### src/design/gha_ram.sv
`default_nettype none
// ============================================================================
// gha_ram
// Generic single-write, single-read RAM with registered read data.
// ============================================================================
module gha_ram #(
    parameter int WIDTH = 8,
    parameter int DEPTH = 2
) (
    input  wire logic                     i_clk,
    input  wire logic                     i_we,
    input  wire logic [$clog2(DEPTH)-1:0] i_waddr,
    input  wire logic [WIDTH-1:0]         i_wdata,
    input  wire logic                     i_re,
    input  wire logic [$clog2(DEPTH)-1:0] i_raddr,
    output logic      [WIDTH-1:0]         o_rdata
);

    logic [WIDTH-1:0] r_mem [DEPTH];

    always_ff @(posedge i_clk) begin
        if (i_we) begin
            r_mem[i_waddr] <= i_wdata;
        end
        if (i_re) begin
            o_rdata <= r_mem[i_raddr];
        end
    end

endmodule : gha_ram
`default_nettype wire

### config.mk
export PLATFORM = sky130hd
export DESIGN_NAME = gha_ram
export DESIGN_NICKNAME = d
export VERILOG_FILES = /design/src/design/gha_ram.sv
export SDC_FILE = /design/constraint.sdc
export NUM_CORES = 1
export LEC_CHECK = 0
export ABC_AREA = 1
export BUFFER_PORTS_ARGS = -buffer_cell sky130_fd_sc_hd__buf_2
export CAP_MARGIN = 20
export CELL_PAD_IN_SITES_DETAIL_PLACEMENT = 1
export CELL_PAD_IN_SITES_GLOBAL_PLACEMENT = 1
export CORE_MARGIN = 3
export CORE_UTILIZATION = 40
export CTS_CLUSTER_DIAMETER = 40
export CTS_CLUSTER_SIZE = 14
export DETAILED_ROUTE_END_ITERATION = 12
export GPL_ROUTABILITY_DRIVEN = 0
export GPL_TIMING_DRIVEN = 1
export PLACE_DENSITY = 0.81
export SLEW_MARGIN = 20
export SYNTH_ARGS = -nofsm -noshare
export SYNTH_HDL_FRONTEND = slang
export SYNTH_SLANG_ARGS = --single-unit
### constraint.sdc
create_clock -name i_clk -period 1.1 [get_ports i_clk]
set_clock_uncertainty 0.15 [all_clocks]
set_input_delay 0.055 -clock i_clk [delete_from_list [all_inputs] [get_ports i_clk]]
set_output_delay 0.055 -clock i_clk [all_outputs]
set_load 0.05 [all_outputs]
==> results of run 1 <==
-- tightest hold or removal path, delay by kind of cell --
kind	cells	cell delay, ns
simple gates	1	0.05
buf+inv	2	0.25
-- sequential cells by signal, indices dropped and copies added, names as in the netlist --
name / cells
r_mem: 16
o_rdata: 8
-- area by class of cell --
type                       count  area (µm²)
inverter                       3        11.3
sequential                    24         721
tap                           25        31.3
multi-input combinational     26        97.6
clock buffer                   3        22.5
clock inverter                 1        3.75
timing repair buffer          31         260
fill                         178         711
-- final timing paths --
| check | endpoint | slack, ns | cells past startpoint |
|---|---|---|---|
| hold reg to reg | o_rdata[2] | 0.38 | 2 |
| hold / removal | r_mem[0][7] | 0.07 | 3 |
| setup reg to reg | o_rdata[0] | 0.17 | 2 |
| setup / recovery | o_rdata[7] | 0.01 | 1 |
-- power groups by stage --
stage / Clock [mW] / Sequential (mW) / Combinational (mW)
3_5_place_dp: 0 / 1.12 / 0.178
4_1_cts: 0.383 / 1.10 / 0.218
2_1_floorplan: 0 / 1.19 / 0.0421
3_3_place_gp: 0 / 1.11 / 0.171
5_1_grt: 0.419 / 1.11 / 0.249
6_report: 0.372 / 1.10 / 0.229
-- per-stage QoR --
stage	worst slack [ns]	setup TNS (ns)
CTS	-0.0158	-0.0158
global route	-0.0377	-0.129
detailed placement	0.144	0
finish	0.0103	0
floorplan	0.135	0
global placement	0.216	0
-- synth_stat cells --
master / n / area share, %
edfxtp_1: 24 / 86
nand2_1: 25 / 11
inv_2: 1 / 0.45
buf_6: 1 / 1.3
nor2_1: 1 / 0.45
inv_1: 2 / 0.89
-- cells by family after synthesis --
family | count (synthesis) | share of synthesized area [%]
simple gates | 26 | 11.6
flops | 24 | 85.7
buf+inv | 4 | 2.68
-- repair_timing --
item | in CTS | in global routing
hold endpoints to repair | 28 | 0
gates resized for setup | 9 | 10
endpoints found under the setup margin | 7 | 16
buffers inserted | 0 | 0
hold buffers | 10 | 0
-- layer usage --
layer	GRT usage, %	up-vias	part of all wire [%]
li1	-	252	-
met1	12.4	228	38
met2	24.3	19	55
met3	1.72	4	3.9
met4	10.5	0	3.1
met5	0	-	0
==> flow_summary.toml, run 1 <==
[timing]
tightest_slew_ns = 0.319
setup_viol = 0
period_share_pct = 99.1
hold_violations = 0
holdWs_ns = 0.0678
rsz0062_at_grt = "yes"
maxSlewHeadroom_pct = 78.7
fmax_ghz = 0.918
fin_crit_ns = 1.09
finalMaxSlewViolations = 0

[worst_hold_path]
hp-start = "i_waddr"
worstHoldPathType = "in -> reg"

[power]
pwr-share-seq_pct = 64.7
power_switching_uw = 397
pwr_density_cell_nw_per_um2 = 1480
power.share.clock_pct = 21.9
p_total_mw = 1.70
p_int_mw = 1.30
total_leakage_power_nw = 0.480
switching_share_pct = 23.3
combPwrFrac_pct = 13.4
ir_drop_v = 0.000929

[grt]
grt_pass1_vias = 553
grt-ovfl-total = 0
gr-usage-all-layers_pct = 13.0
antenna_found_initial = 0
grt_pass1_wl_um = 2390
grt_max_degree = 14

[finish]
final_core_util_pct = 61.8
fin_area_um2 = 1150
fin_cells = 113
layout_common_cells = "nand2_1 (25), edfxtp_1 (24), buf_2 (11), dlygate4sd3_1 (10), buf_6 (8)"
syn_to_final_growth_pct = 36.5
diodes = 0
drive_gt1_share_pct = 28.4
fin_nets = 102
final_common_cell = "nand2_1"

[synth]
yosysUniqueCellTypes = 6
synthCells = 54
synth_seq_cells = 24
syn_nets = 67
ys_warn_count = 0
synth.avg_cell_area_um2 = 15.6
syn_area_um2 = 841
ys_seq_area_share_pct = 85.7

[worst_setup_path]
cp_max_fo = 1
crit_required_ns = 0.89
critPathMaxStageDelay_ns = 0.41
critPathKind = "reg -> out"
crit_buf_inv = 1
end_kind = "output pin"
r2r_start = "r_mem[1][0]"
cp_cell_sequence = "buf_6"
cpMaxStageDelayCell = "edfxtp_1"
cp-start-kind = "register"
worst_path_dominant_cell_family = "flip-flops"
startpoint = "o_rdata[7]"
worstPathArrival_ns = 0.88

[flow_run]
max-cap-violations = 0

[floorplanning]
io_pins = 21
start_util_pct = 45.3
dieHeight_um = 51.8
dieArea_um2 = 2690
die_x_um = 51.8
rows = 15
core_area_um2 = 1860

[placed_design]
dpl_cell_area_um2 = 968
io_buffer_count = 20
dpl.hpwl_um = 1010
dp_cells = 99

[clock_tree]
htreeDepth = 1
cts.clk_slew.worst_paths_ns = 0.12
cts_tree = "yes"
cts_buffers = 3
clkLatencyLatePin_ns = 0.30
clock-sinks = 24
ctsLongestPathBuffers = 2
cts_root_buf = "clkbuf_4"

[route]
wl_um = 1370
ant_nets = 0
avgViaCountPerCell = 4.45
vias = 503
drc = 0
drtIter0Drc = 4
drt-wirelength-per-cell_um = 12.1
first_pass_iters = 2

[outcome]
status = "finished, final reports clean"
Power figures use the tool's default switching activity.
==> run 2, diff against run 1 <==
--- a/config.mk
+++ b/config.mk
@@ -5,19 +5,19 @@
 export SDC_FILE = /design/constraint.sdc
 export NUM_CORES = 1
 export LEC_CHECK = 0
-export ABC_AREA = 1
+export ABC_AREA = 0
 export BUFFER_PORTS_ARGS = -buffer_cell sky130_fd_sc_hd__buf_2
 export CAP_MARGIN = 20
 export CELL_PAD_IN_SITES_DETAIL_PLACEMENT = 1
 export CELL_PAD_IN_SITES_GLOBAL_PLACEMENT = 1
 export CORE_MARGIN = 3
-export CORE_UTILIZATION = 40
+export CORE_UTILIZATION = 43
 export CTS_CLUSTER_DIAMETER = 40
 export CTS_CLUSTER_SIZE = 14
 export DETAILED_ROUTE_END_ITERATION = 12
 export GPL_ROUTABILITY_DRIVEN = 0
 export GPL_TIMING_DRIVEN = 1
-export PLACE_DENSITY = 0.81
+export PLACE_DENSITY = 0.82
 export SLEW_MARGIN = 20
 export SYNTH_ARGS = -nofsm -noshare
 export SYNTH_HDL_FRONTEND = slang
==> flow_summary.toml, run 2 <==
[outcome]
status = "finished, final reports clean"

[worst_setup_path]
crit_required_ns = 0.89
startpoint = "o_rdata[2]"
cp-start-kind = "register"
critPathMaxStageDelay_ns = 0.42
critPathKind = "reg -> out"
cpMaxStageDelayCell = "edfxtp_1"
r2r_start = "r_mem[0][2]"
worstPathArrival_ns = 0.88
cp_max_fo = 1
end_kind = "output pin"
crit_buf_inv = 1
worst_path_dominant_cell_family = "flip-flops"
cp_cell_sequence = "buf_6"

[finish]
syn_to_final_growth_pct = 33.1
regMostFlops = "r_mem"
final_common_cell = "edfxtp_1"
diodes = 0
largest_register_ffs = 16
layout_common_cells = "edfxtp_1 (24), buf_2 (12), dlygate4sd3_1 (9), mux2_4 (8), buf_6 (7)"
reg.largest.list = "r_mem x16, o_rdata x8"
fillers = 161
drive_gt1_share_pct = 47.8
fin_nets = 82

[timing]
setup_tns_ns = 0
tightest_slew_ns = 0.377
hold_violations = 0
rsz0062_at_grt = "yes"
fmax_ghz = 0.921
maxSlewHeadroom_pct = 74.9
holdWs_ns = 0.0730
finalMaxSlewViolations = 0
setup_viol = 0
period_share_pct = 98.7
fin_crit_ns = 1.09

[synth]
ys_seq_area_share_pct = 83.4
syn_area_um2 = 865
synth.top_cells.by_count = "edfxtp_1 (24), mux2_4 (8), and2_1 (1), buf_6 (1), nor2b_1 (1)"
synthTopCellsByArea = "edfxtp_1 (83%), mux2_4 (14%), buf_6 (1.3%), and2_1 (0.72%), nor2b_1 (0.72%)"
synth_ff_type = "edfxtp_1"
synth.avg_cell_area_um2 = 24.7
syn_nets = 48
synthArstFlopShare_pct = 0
yosysTopAreaCellShare_pct = 83.4
ys_warn_count = 0
synth_edf_count = 24
synthCells = 35
synth_top_area_cell = "edfxtp_1"
synth_seq_cells = 24
yosysUniqueCellTypes = 5
synth_most_common_cell = "edfxtp_1"

[route]
drc = 0
first_pass_iters = 3
drt-wirelength-per-cell_um = 14.5
ant_nets = 0
wl_um = 1330
drtIter0Drc = 1
vias = 419
avgViaCountPerCell = 4.55

[worst_hold_path]
worstHoldPathType = "in -> reg"
hp-start = "i_waddr"

[floorplanning]
dieHeight_um = 50.8
io_pins = 21
dieArea_um2 = 2580
start_util_pct = 47.5
core_area_um2 = 1820
die_x_um = 50.8
rows = 15

[clock_tree]
cts_buffers = 3
ctsLongestPathBuffers = 2
clock-sinks = 24
cts_tree = "yes"
htreeDepth = 1
cts_root_buf = "clkbuf_4"
clkLatencyLatePin_ns = 0.29
cts.clk_slew.worst_paths_ns = 0.11

[grt]
gr-usage-all-layers_pct = 11.4
grt-ovfl-total = 0
antenna_found_initial = 0
grt_max_degree = 13
grt_pass1_wl_um = 2000
grt_pass1_vias = 435

[power]
pwr_density_cell_nw_per_um2 = 1460
total_leakage_power_nw = 0.450
ir_drop_v = 0.00101

[placed_design]
io_buffer_count = 20

[flow_run]
max-cap-violations = 0
-- run 2: layout make-up --
type / instances / area [µm²] / share of cell area [%]
flip-flops and latches: 24 / 721 / 62.6
repair buffers: 30 / 244 / 21.2
multi-input cells: 10 / 133 / 11.5
well taps: 25 / 31.3 / 2.72
clock buffers: 3 / 22.5 / 1.96
-- run 2: logic make-up (layout without fill, tap and decap cells) --
| group | count (synthesis) | count (layout) | share of synthesized area [%] |
|---|---|---|---|
| simple gates | 2 | 2 | 1.45 |
| flops | 24 | 24 | 83.4 |
| mux | 8 | 8 | 13.9 |
| buf+inv | 1 | 33 | 1.30 |
-- run 2: path summary, 6_finish.rpt --
path | end | slack [ns] | cells past startpoint
worst max-delay path | o_rdata[2] | 0.01 | 1
worst min-delay path | r_mem[0][6] | 0.07 | 3
worst max register to register | o_rdata[2] | 0.03 | 1
worst min register to register | o_rdata[5] | 0.41 | 1
-- run 2: timing repair --
action / in CTS / in global routing
gates resized for setup: 3 / 18
setup endpoints to repair: 2 / 8
setup buffers: 0 / 0
hold endpoints to repair: 24 / 0
hold buffers: 9 / 0
-- run 2: power by group --
group          switching, mW  internal [mW]  total [mW]  leakage, nW
Sequential            0.0216           1.08        1.10        0.228
Combinational          0.129          0.117       0.246        0.208
Clock                  0.212          0.127       0.339       0.0138
Total                  0.362           1.32        1.69        0.450
-- run 2: through the flow --
stage	cell area (µm²)	worst slack [ns]	std cells	power [mW]	utilization, %
after detailed placement	992	0.0335	80	1.32	54.5
after global routing	1150	-0.0471	92	1.76	63.2
after global placement	992	0.0724	80	1.30	54.5
after CTS	1110	-0.0185	92	1.68	61.2
after floorplan	865	0.0996	35	1.25	-
final	1150	0.0144	92	1.69	63.2
-- run 2: layer usage --
layer | global-route usage, % | wire length, µm | up-vias
li1 | - | - | 202
met1 | 11.8 | 530 | 195
met2 | 20.4 | 710 | 20
met3 | 3.79 | 84 | 2
met4 | 5.38 | 5 | 0
met5 | 0 | 0 | -
==> run 3, diff against run 2 <==
--- a/config.mk
+++ b/config.mk
@@ -10,7 +10,6 @@
 export CAP_MARGIN = 20
 export CELL_PAD_IN_SITES_DETAIL_PLACEMENT = 1
 export CELL_PAD_IN_SITES_GLOBAL_PLACEMENT = 1
-export CORE_MARGIN = 3
 export CORE_UTILIZATION = 43
 export CTS_CLUSTER_DIAMETER = 40
 export CTS_CLUSTER_SIZE = 14
==> flow_summary.toml, run 3 (synthesis gave the netlist of run 2 again) <==
[outcome]
status = "finished, final reports clean"

[power]
p_total_mw = 1.97
total_leakage_power_nw = 0.465
ir_drop_v = 0.00101
pwr_density_cell_nw_per_um2 = 1660

[route]
drc = 0
vias = 418
drt-wirelength-per-cell_um = 13.1
avgViaCountPerCell = 4.49
wl_um = 1220
ant_nets = 0
first_pass_iters = 3
drtIter0Drc = 4

[finish]
largest_register_ffs = 16
fillers = 160
final_core_util_pct = 65.8
diodes = 0
layout_common_cells = "edfxtp_1 (24), buf_2 (12), dlygate4sd3_1 (9), mux2_4 (8), buf_6 (8)"
multiInputGateArea_um2 = 133
fin_nets = 82
regArea_um2 = 721
fin_cells = 93
regMostFlops = "r_mem"
drive_gt1_share_pct = 48.5
final_common_cell = "edfxtp_1"
syn_to_final_growth_pct = 37.0
reg.largest.list = "r_mem x16, o_rdata x8"
fin_area_um2 = 1180

[floorplanning]
dieHeight_um = 46.8
dieArea_um2 = 2190
core_area_um2 = 1800
io_pins = 21
die_x_um = 46.8
start_util_pct = 48.0
rows = 15

[worst_setup_path]
critPathMaxStageDelay_ns = 0.40
cp-start-kind = "register"
cp_cell_sequence = "buf_6"
end_kind = "output pin"
worstPathArrival_ns = 0.89
cp_max_fo = 1
worst_path_dominant_cell_family = "flip-flops"
critPathKind = "reg -> out"
crit_required_ns = 0.89
crit_buf_inv = 1
cpMaxStageDelayCell = "edfxtp_1"

[timing]
rsz0062_at_grt = "yes"
finalMaxSlewViolations = 0
period_share_pct = 99.2
setup_viol = 0
tightest_slew_ns = 0.350
setup_ws_ns = 0.00846
hold_violations = 0
holdWs_ns = 0.0458
setup_tns_ns = 0
maxSlewHeadroom_pct = 76.7
fin_crit_ns = 1.09
fmax_ghz = 0.916

[placed_design]
dpl_cell_area_um2 = 992
pre_cts_ws_ns = 0.0507
io_buffer_count = 20
dp_cells = 80

[clock_tree]
clkLatencyLatePin_ns = 0.32
htreeDepth = 1
cts_tree = "yes"
cts.clk_slew.worst_paths_ns = 0.13
clock-sinks = 24
cts_buffers = 3
ctsLongestPathBuffers = 2
cts_root_buf = "clkbuf_4"

[grt]
grt_pass1_vias = 377
grt_pass1_wl_um = 1750
gr-usage-all-layers_pct = 13.3
grt_max_degree = 15
grt-ovfl-total = 0
antenna_found_initial = 0

[worst_hold_path]
worstHoldPathType = "in -> reg"

[flow_run]
max-cap-violations = 0
==> run 3: final cells by class <==
class                   instances  share of cell area (%)
flip-flops and latches         24                    60.8
repair buffers                 30                    20.9
multi-input cells              10                    11.2
well taps                      25                    2.64
clock inverters                 1                    2.53
clock buffers                   3                    1.90
==> run 3: metal layers <==
metal  global-route usage, %  part of all wire, %  vias up
met4                    8.57                  2.4        0
met1                    14.2                   40      190
li1                        -                    -      205
met5                       0                    0        -
met3                    5.77                  7.2        4
met2                    21.7                   50       19
==> run 3: final timing paths <==
path | from | to | slack, ns | depth (start not counted)
worst min register to register | r_mem[1][1] | o_rdata[1] | 0.42 | 1
worst max-delay path | o_rdata[4] | o_rdata[4] | 0.008 | 1
worst max register to register | r_mem[0][5] | o_rdata[5] | 0.04 | 1
worst min-delay path | i_waddr | r_mem[0][0] | 0.05 | 3
==> run 3: timing repair <==
| item | 4_1_cts | 5_1_grt |
|---|---|---|
| setup buffers | 0 | 0 |
| pin swaps | 0 | 0 |
| hold endpoints to repair | 24 | 0 |
| hold buffers | 9 | 0 |
| gates resized for setup | 16 | 0 |
| cloned | 0 | 0 |
| endpoints found under the setup margin | 8 | 8 |
==> run 3: report_power, final <==
group          switching (mW)  internal, mW
registers              0.0204          1.08
logic                   0.126         0.118
clock network           0.258         0.369
