$ cat src/design/gha_pkg.sv
`default_nettype none
// ============================================================================
// gha_pkg
// Shared types and constants for the generational handle allocator.
// ============================================================================
package gha_pkg;

    localparam int ID_W            = 10;
    localparam int GEN_W           = 32;
    localparam int OP_W            = 3;
    localparam int MAX_HANDLES_DEF = 1024;
    localparam int GEN_BITS_DEF    = 32;

    typedef enum logic [OP_W-1:0] {
        OP_CREATE    = 3'd0,
        OP_CREATE_AT = 3'd1,
        OP_DESTROY   = 3'd2,
        OP_CHECK     = 3'd3,
        OP_CLEAR     = 3'd4
    } t_op;

    typedef struct packed {
        logic [OP_W-1:0]  op;
        logic [ID_W-1:0]  handle_id;
        logic [GEN_W-1:0] handle_gen;
    } t_req;

    typedef struct packed {
        logic [ID_W-1:0]  out_id;
        logic [GEN_W-1:0] out_gen;
        logic             ok;
    } t_rsp;

    // state updates decided by the execute stage
    typedef struct packed {
        logic push;      // destroyed id goes onto the free stack
        logic pop;       // create took the free stack top
        logic row_we;    // write live bit and generation of row_addr
        logic row_live;
        logic clear;     // clear all: reset counters, start table sweep
    } t_upd;

endpackage : gha_pkg
`default_nettype wire

$ cat src/design/gha_exec.sv
`default_nettype none
// ============================================================================
// gha_exec
// Execute stage: decides result and state updates for one operation.
// ============================================================================
module gha_exec
    import gha_pkg::*;
#(
    parameter int MAX_HANDLES = MAX_HANDLES_DEF,
    parameter int GEN_BITS    = GEN_BITS_DEF
) (
    input  wire logic                               i_valid,
    input  wire t_req                               i_req,
    input  wire logic                               i_row_live,
    input  wire logic [GEN_BITS-1:0]                i_row_gen,
    input  wire logic [$clog2(MAX_HANDLES)-1:0]     i_top_id,
    input  wire logic [$clog2(MAX_HANDLES+1)-1:0]   i_count,
    input  wire logic [$clog2(MAX_HANDLES+1)-1:0]   i_next_id,
    output t_upd                                    o_upd,
    output logic      [$clog2(MAX_HANDLES)-1:0]     o_row_addr,
    output logic      [GEN_BITS-1:0]                o_row_gen,
    output logic      [$clog2(MAX_HANDLES+1)-1:0]   o_next_id,
    output t_rsp                                    o_rsp
);

    localparam int AW = $clog2(MAX_HANDLES);
    localparam int CW = $clog2(MAX_HANDLES + 1);

    logic [AW+ID_W-1:0] id_ext;
    logic [AW-1:0]      id_addr;
    logic [AW+ID_W-1:0] nid_ext;
    logic [AW-1:0]      nid;
    logic               in_range;
    logic               gen_match;
    logic [CW-1:0]      id_p1;
    logic [GEN_BITS-1:0] gen_masked;

    always_comb begin
        id_ext     = {{AW{1'b0}}, i_req.handle_id};
        id_addr    = id_ext[AW-1:0];
        in_range   = 32'(i_req.handle_id) < 32'(MAX_HANDLES);
        gen_match  = 32'(i_row_gen) == i_req.handle_gen;
        id_p1      = CW'(i_req.handle_id) + CW'(1);
        gen_masked = i_req.handle_gen[GEN_BITS-1:0];
        nid        = (i_count != '0) ? i_top_id : i_next_id[AW-1:0];
        nid_ext    = {{ID_W{1'b0}}, nid};

        o_upd       = '0;
        o_row_addr  = id_addr;
        o_row_gen   = i_row_gen;
        o_next_id   = i_next_id;
        o_rsp.out_id  = i_req.handle_id;
        o_rsp.out_gen = i_req.handle_gen;
        o_rsp.ok      = 1'b0;

        case (i_req.op)
            OP_CREATE: begin
                if (i_count != '0 || i_next_id < CW'(MAX_HANDLES)) begin
                    o_upd.row_we   = 1'b1;
                    o_upd.row_live = 1'b1;
                    o_row_addr     = nid;
                    if (i_count != '0) begin
                        o_upd.pop = 1'b1;
                    end else begin
                        // counter ids have never been written since the last sweep
                        o_row_gen = '0;
                        o_next_id = i_next_id + CW'(1);
                    end
                    o_rsp.out_id  = nid_ext[ID_W-1:0];
                    o_rsp.out_gen = 32'(o_row_gen);
                    o_rsp.ok      = 1'b1;
                end else begin
                    // exhausted
                    o_rsp = '0;
                end
            end
            OP_CREATE_AT: begin
                if (in_range) begin
                    o_upd.row_we   = 1'b1;
                    o_upd.row_live = 1'b1;
                    o_row_gen      = gen_masked;
                    if (id_p1 > i_next_id) begin
                        o_next_id = id_p1;
                    end
                    o_rsp.out_gen = 32'(gen_masked);
                    o_rsp.ok      = 1'b1;
                end
            end
            OP_DESTROY: begin
                if (in_range && i_row_live && gen_match && i_count != CW'(MAX_HANDLES)) begin
                    o_upd.row_we = 1'b1;
                    o_upd.push   = 1'b1;
                    o_row_gen    = i_row_gen + GEN_BITS'(1);
                    o_rsp.ok     = 1'b1;
                end
            end
            OP_CHECK: begin
                o_rsp.ok = in_range && i_row_live && gen_match;
            end
            OP_CLEAR: begin
                o_upd.clear = 1'b1;
                o_next_id   = CW'(1);
                o_rsp.ok    = 1'b1;
            end
            default: begin
                o_rsp.ok = 1'b0;
            end
        endcase

        if (!i_valid) begin
            o_upd     = '0;
            o_next_id = i_next_id;
        end
    end

endmodule : gha_exec
`default_nettype wire

$ cat config.mk
export PLATFORM = sky130hd
export DESIGN_NAME = gha_exec
export DESIGN_NICKNAME = d
export VERILOG_FILES = /design/src/design/gha_pkg.sv /design/src/design/gha_exec.sv
export SDC_FILE = /design/constraint.sdc
export NUM_CORES = 1
export LEC_CHECK = 0
export BUFFER_PORTS_ARGS = -buffer_cell sky130_fd_sc_hd__buf_4
export CAP_MARGIN = 15
export CORE_ASPECT_RATIO = 1.2
export CORE_MARGIN = 2
export CORE_UTILIZATION = 51
export DETAILED_ROUTE_END_ITERATION = 12
export PLACE_DENSITY = 0.91
export SETUP_SLACK_MARGIN = 0.2
export SYNTH_ARGS = -nofsm -noshare
export SYNTH_HDL_FRONTEND = slang
export SYNTH_SLANG_ARGS = --single-unit
export TNS_END_PERCENT = 100
$ cat constraint.sdc
create_clock -name vclk -period 11.7
set_input_delay 3.51 -clock vclk [all_inputs]
set_output_delay 3.51 -clock vclk [all_outputs]
set_load 0.005 [all_outputs]
==> out/qor.csv, run 1 <==
stage;metric;value;unit
run_status;status;finished, final reports clean;
power_and_ir_drop;seq_power_share;0;
cts;cts_repair_resize_count;0;
cells_and_area;drive_gt1_frac;0.2939;
power_and_ir_drop;combPwrFrac;1.000;
critical_path;cp.required;8190;ps
power_and_ir_drop;finalPower;0.1966;mW
cells_and_area;design.seq.count;0;
power_and_ir_drop;p_leak;2.424;nW
critical_path;cp_common_cell;buf_4;
synthesis;yosysUniqueCellTypes;66;
cts;post-cts-setup-buffer-count;0;
critical_path;worstSetupStartpointType;input pin;
cells_and_area;multi_input_area;0.003421;mm²
global_route;grt_pass1_wl;26290;µm
synthesis;syn-num-nets;773;
synthesis;postSynthCellCount;648;
critical_path;crit_path_top_delay_cell;nand4_1;
routing;wl_per_cell;19.07;µm
floorplanning;die_area;0.007993;mm²
cells_and_area;ff_latch_area;0;µm²
timing;timing.setup.tns;0;ps
critical_path;critPathCaptureType;output pin;
global_route;grt_pass1_vias;5419;
routing;vias;6042;
power_and_ir_drop;power_density;37.04;mW/mm²
min_path;min_path_type;input pin to output pin;
place;place_congestion;1.088;
power_and_ir_drop;p_sw;0.1017;mW
critical_path;path_class;input pin to output pin;
cells_and_area;diodes;0;
synthesis;ys_seq_area_frac;0;
synthesis;syn_area;0.003719;mm²
timing;fin_crit_sh;0.8592;
cts;postCtsHoldBufs;0;
routing;drc;0;
power_and_ir_drop;switching_share;0.5172;
global_route;antenna_found_initial;0;
timing;fmax;0.09948;GHz
power_and_ir_drop;p_int;0.09494;mW
global_route;grt_overflow;0;
cells_and_area;final_nets;947;
cells_and_area;mostFrequentLayoutCells;buf_4, nand2_1, o21ai_0;
floorplanning;core-area;0.007147;mm²
timing;min_period;10050;ps
synthesis;yosys_warnings;0;
place;io_buffers;212;
routing;first_iter_violations;551;
floorplanning;dieHeight;97.54;µm
cells_and_area;final_common_cell;buf_4;
job;maxCapViolCount;0;
floorplanning;start_util;0.5203;
timing;rsz0062_at_grt;false;
routing;routed_via_density;6.640;
floorplanning;num_rows;34;
cells_and_area;syn_to_final_growth;42.77;%
timing;hold_viol_final;0;
floorplanning;die_w;81.95;µm
cells_and_area;nClkBuffers;0;
critical_path;slowest_delay;800;ps
critical_path;crit_arrival;6540;ps
routing;ant_nets;0;
timing;slew_viol_final;0;
place;hpwl;13670;µm
synthesis;postSynthAreaPerCell;5.739;µm²
critical_path;path_cells;buf_4 > nor4_1 > nand4_1 > a21boi_0 > buf_4 > nand2_1 > nand2_1 > a31oi_1 > a211o_1 > buf_4;
timing;setup_viol;0;
routing;dr.pass1.iters;7;
timing;worst_pin_slew;1018;ps
timing;slew_headroom;0.3189;
cells_and_area;fillCellCount;600;
global_route;grt_max_degree;44;
power_and_ir_drop;peakVddDrop;0.00002575;V
global_route;grt.total_usage;0.4057;
routing;wirelength;17350;µm
floorplanning;ios;212;
critical_path;cp_max_fo;14;
power_and_ir_drop;p_clk_frac;0;
-- final timing paths --
path / slack (ps) / end / start / cells after the start
worst max-delay path: 1650 / o_row_gen[28] / i_count[7] / 10
worst min-delay path: 7330 / o_rsp[6] / i_req[5] / 4
-- cells in the mapped netlist (4+ instances only) --
master / count / area, µm²
and3_1: 9 / 56.30
or3_1: 4 / 25.02
a22oi_1: 6 / 45.04
a31oi_1: 14 / 87.58
xnor2_1: 27 / 236.5
nor2b_1: 4 / 25.02
nor2_1: 53 / 198.9
ha_1: 14 / 175.2
nor4_1: 7 / 43.79
a211oi_1: 5 / 37.54
o31ai_1: 10 / 75.07
nand2b_1: 12 / 75.07
and2_1: 5 / 31.28
nand2_1: 114 / 427.9
inv_1: 28 / 105.1
mux2i_1: 6 / 60.06
o311ai_1: 8 / 70.07
buf_2: 7 / 35.03
o22ai_1: 13 / 81.33
clkbuf_1: 38 / 142.6
a21oi_1: 41 / 205.2
a221o_1: 7 / 70.07
xor2_1: 7 / 61.31
nand4_1: 18 / 112.6
nor3_1: 25 / 125.1
o211ai_1: 4 / 30.03
a21o_1: 4 / 30.03
and4_1: 5 / 43.79
nand3_1: 42 / 210.2
o21ai_0: 55 / 275.3
-- critical path: cells and delay by family --
kind                   cells  cell delay, ps
AND/OR/NAND/NOR            4            1820
buffers and inverters      3             490
AO/OA/AOI/OAI              3             720
-- per-stage QoR --
stage                     utilization  hold WS (ps)  area, µm²  std cells  worst slack, ps
after floorplan                     -          7114       3719        648             2495
after global placement         0.7418          7315       5301        909             1806
after detailed placement       0.7418          7322       5301        909             1771
after CTS                      0.7418          7323       5301        909             1757
after global routing           0.7428          7346       5309        910             1496
final                          0.7428          7329       5309        910             1648
-- final cells by class --
| class | instances | share of cell area |
|---|---|---|
| Multi-Input combinational cell | 569 | 0.6444 |
| Timing Repair Buffer | 222 | 0.3139 |
| Tap cell | 90 | 0.02121 |
| Inverter | 29 | 0.02050 |
-- layer usage --
layer  track usage  wire [µm]
met5             0          0
met4        0.2615       1222
met3       0.04089       1826
met2        0.7036       8458
met1        0.4539       5844
-- power groups by stage --
stage / clock network [mW] / logic [mW] / registers (mW)
after global routing: 0 / 0.211 / 0
final: 0 / 0.197 / 0
after CTS: 0 / 0.192 / 0
after global placement: 0 / 0.189 / 0
after floorplan: 0 / 0.0849 / 0
after detailed placement: 0 / 0.192 / 0
-- logic make-up after synthesis --
| family | Yosys count | share of synthesized area |
|---|---|---|
| mux | 6 | 0.01615 |
| simple gates | 315 | 0.4243 |
| buf+inv | 79 | 0.08378 |
| xor+xnor | 34 | 0.08008 |
| compound gates | 200 | 0.3486 |
| fa+ha+maj | 14 | 0.04711 |
Note: power is estimated with default switching activity, not from simulation.
==> run 2, diff against run 1 <==
--- a/config.mk
+++ b/config.mk
@@ -7,7 +7,6 @@
 export LEC_CHECK = 0
 export BUFFER_PORTS_ARGS = -buffer_cell sky130_fd_sc_hd__buf_4
 export CAP_MARGIN = 15
-export CORE_ASPECT_RATIO = 1.2
 export CORE_MARGIN = 2
 export CORE_UTILIZATION = 51
 export DETAILED_ROUTE_END_ITERATION = 12
==> run 2 against run 1 <==
Die area barely moved. Combinational power rose by 2%. Wire length rose by 6.4%. Setup slack got worse by 14 ps. Critical path type unchanged.
==> out/qor.csv, run 2 (synthesized netlist as in run 1, its figures left out) <==
stage;metric;value;unit;change
power_and_ir_drop;switching_share;0.5268;;was 0.5172
floorplanning;die_w;89.39;µm;was 81.95 µm
routing;first_iter_violations;779;;was 551
timing;rsz0062_at_grt;false;;unchanged
timing;fin_crit_sh;0.8603;;was 0.8592
global_route;grt.total_usage;0.4258;;was 0.4057
timing;slew_viol_final;0;;unchanged
timing;slew_headroom;0.3255;;was 0.3189
cells_and_area;fin_cells;918;;was 910
cells_and_area;fillCellCount;637;;was 600
critical_path;crit_arrival;6560;ps;was 6540 ps
cells_and_area;nClkBuffers;0;;unchanged
timing;whs;7325;ps;was 7329 ps
timing;worst_pin_slew;1009;ps;was 1018 ps
routing;routed_via_density;6.772;;was 6.640
critical_path;cp.required;8190;ps;about the same
global_route;grt_max_degree;53;;was 44
global_route;antenna_found_initial;0;;unchanged
cts;post-cts-setup-buffer-count;0;;unchanged
power_and_ir_drop;p_sw;0.1058;mW;was 0.1017 mW
global_route;grt_pass1_vias;5402;;was 5,419
power_and_ir_drop;p_clk_frac;0;;about the same
timing;min_period;10070;ps;was 10,050 ps
floorplanning;core-area;0.007137;mm²;was 0.007147 mm²
routing;vias;6217;;was 6,042
power_and_ir_drop;power_density;37.77;mW/mm²;was 37.04 mW/mm²
min_path;min_path_type;input pin to output pin;;unchanged
timing;timing.setup.tns;0;ps;unchanged
cts;cts_repair_resize_count;0;;unchanged
power_and_ir_drop;peakVddDrop;0.00002733;V;was 0.00002575 V
critical_path;critPathCaptureType;output pin;;unchanged
critical_path;worstSetupStartpointType;input pin;;unchanged
routing;dr.pass1.iters;8;;was 7
job;maxCapViolCount;0;;unchanged
cells_and_area;ff_latch_area;0;µm²;unchanged
timing;setup_viol;0;;unchanged
cells_and_area;final_common_cell;buf_4;;unchanged
power_and_ir_drop;seq_power_share;0;;about the same
critical_path;path_cells;buf_4 > ha_1 > nand3_1 > nor2_1 > xor2_1 > ha_1 > a21oi_1 > o21a_1 > o211ai_1 > a2bb2oi_1 > a21oi_1 > nor3_1 > o21ai_0 > buf_4;;was buf_4 > nor4_1 > nand4_1 > a21boi_0 > buf_4 > nand2_1 > nand2_1 > a31oi_1 > a211o_1 > buf_4
global_route;grt_pass1_wl;27030;µm;was 26,290 µm
cells_and_area;multi_input_area;0.003421;mm²;unchanged
cells_and_area;design.seq.count;0;;unchanged
routing;drc;0;;unchanged
timing;hold_viol_final;0;;unchanged
power_and_ir_drop;p_leak;2.420;nW;was 2.424 nW
routing;ant_nets;0;;unchanged
place;io_buffers;212;;unchanged
power_and_ir_drop;p_int;0.09500;mW;was 0.09494 mW
routing;wl_per_cell;20.11;µm;was 19.07 µm
cells_and_area;final_nets;946;;was 947
floorplanning;ios;212;;unchanged
cells_and_area;diodes;0;;unchanged
floorplanning;num_rows;31;;was 34
floorplanning;start_util;0.5210;;was 0.5203
place;dp_cells;916;;was 909
cts;postCtsHoldBufs;0;;unchanged
place;hpwl;14340;µm;was 13,670 µm
critical_path;crit_path_top_delay_cell;a21oi_1;;was nand4_1
cells_and_area;drive_gt1_frac;0.2930;;was 0.2939
run_status;status;finished, final reports clean;;unchanged
floorplanning;die_area;0.007991;mm²;was 0.007993 mm²
critical_path;path_class;input pin to output pin;;unchanged
floorplanning;dieHeight;89.39;µm;was 97.54 µm
cells_and_area;syn_to_final_growth;42.97;%;was 42.77%
critical_path;slowest_delay;720;ps;was 800 ps
cells_and_area;mostFrequentLayoutCells;buf_4, nand2_1, o21ai_0;;unchanged
power_and_ir_drop;combPwrFrac;1.000;;about the same
critical_path;cp_max_fo;10;;was 14
timing;fmax;0.09934;GHz;was 0.09948 GHz
routing;wirelength;18460;µm;was 17,350 µm
global_route;grt_overflow;0;;unchanged
place;place_congestion;0.9972;;was 1.088
[run 2: cell types whose count changed in the layout (fill, tap and decap cells not counted)]
cell / change
buf_6: +1
buf_4: -2
[run 2: final cells by class]
cell class / count / share of cell area
multi-input cells: 569 / 0.6434
inverters: 29 / 0.02048
repair buffers: 221 / 0.3128
well taps: 99 / 0.02330
[run 2: power groups by stage]
stage                     clock (mW)  sequential [mW]  combinational [mW]
final                              0                0               0.201
after global routing               0                0               0.214
after CTS                          0                0               0.194
after detailed placement           0                0               0.194
after global placement             0                0               0.190
after floorplan                    0                0              0.0849
[run 2: path summary, 6_finish.rpt]
check / cells past startpoint / end / start / slack, ps
max: 14 / o_next_id[8] / i_req[32] / 1630
min: 4 / o_rsp[19] / i_req[18] / 7320
[run 2: worst max-delay path: cells and delay by family]
kind,cells,cell delay [ps]
adders and majority gates,2,490
xor gates and xnor gates,1,200
and+or+nand+nor,3,470
AOI/OAI and AO/OA,6,1610
buffers and inverters,2,280
[run 2: metal layers]
layer | vias up | routed length (µm) | track usage
li1 | 2738 | - | -
met1 | 2827 | 6993 | 0.5600
met2 | 559 | 8178 | 0.6848
met3 | 93 | 2625 | 0.1080
met4 | 0 | 661 | 0.1262
met5 | - | 0 | 0
[run 2: through the flow]
stage	util	worst slack (ps)	cell area (µm²)	power, mW
after floorplan	-	2495	3719	0.08489
after global placement	0.7423	1911	5298	0.1899
after detailed placement	0.7423	1805	5298	0.1936
after CTS	0.7423	1793	5298	0.1944
after global routing	0.7449	1473	5316	0.2136
final	0.7449	1634	5316	0.2008
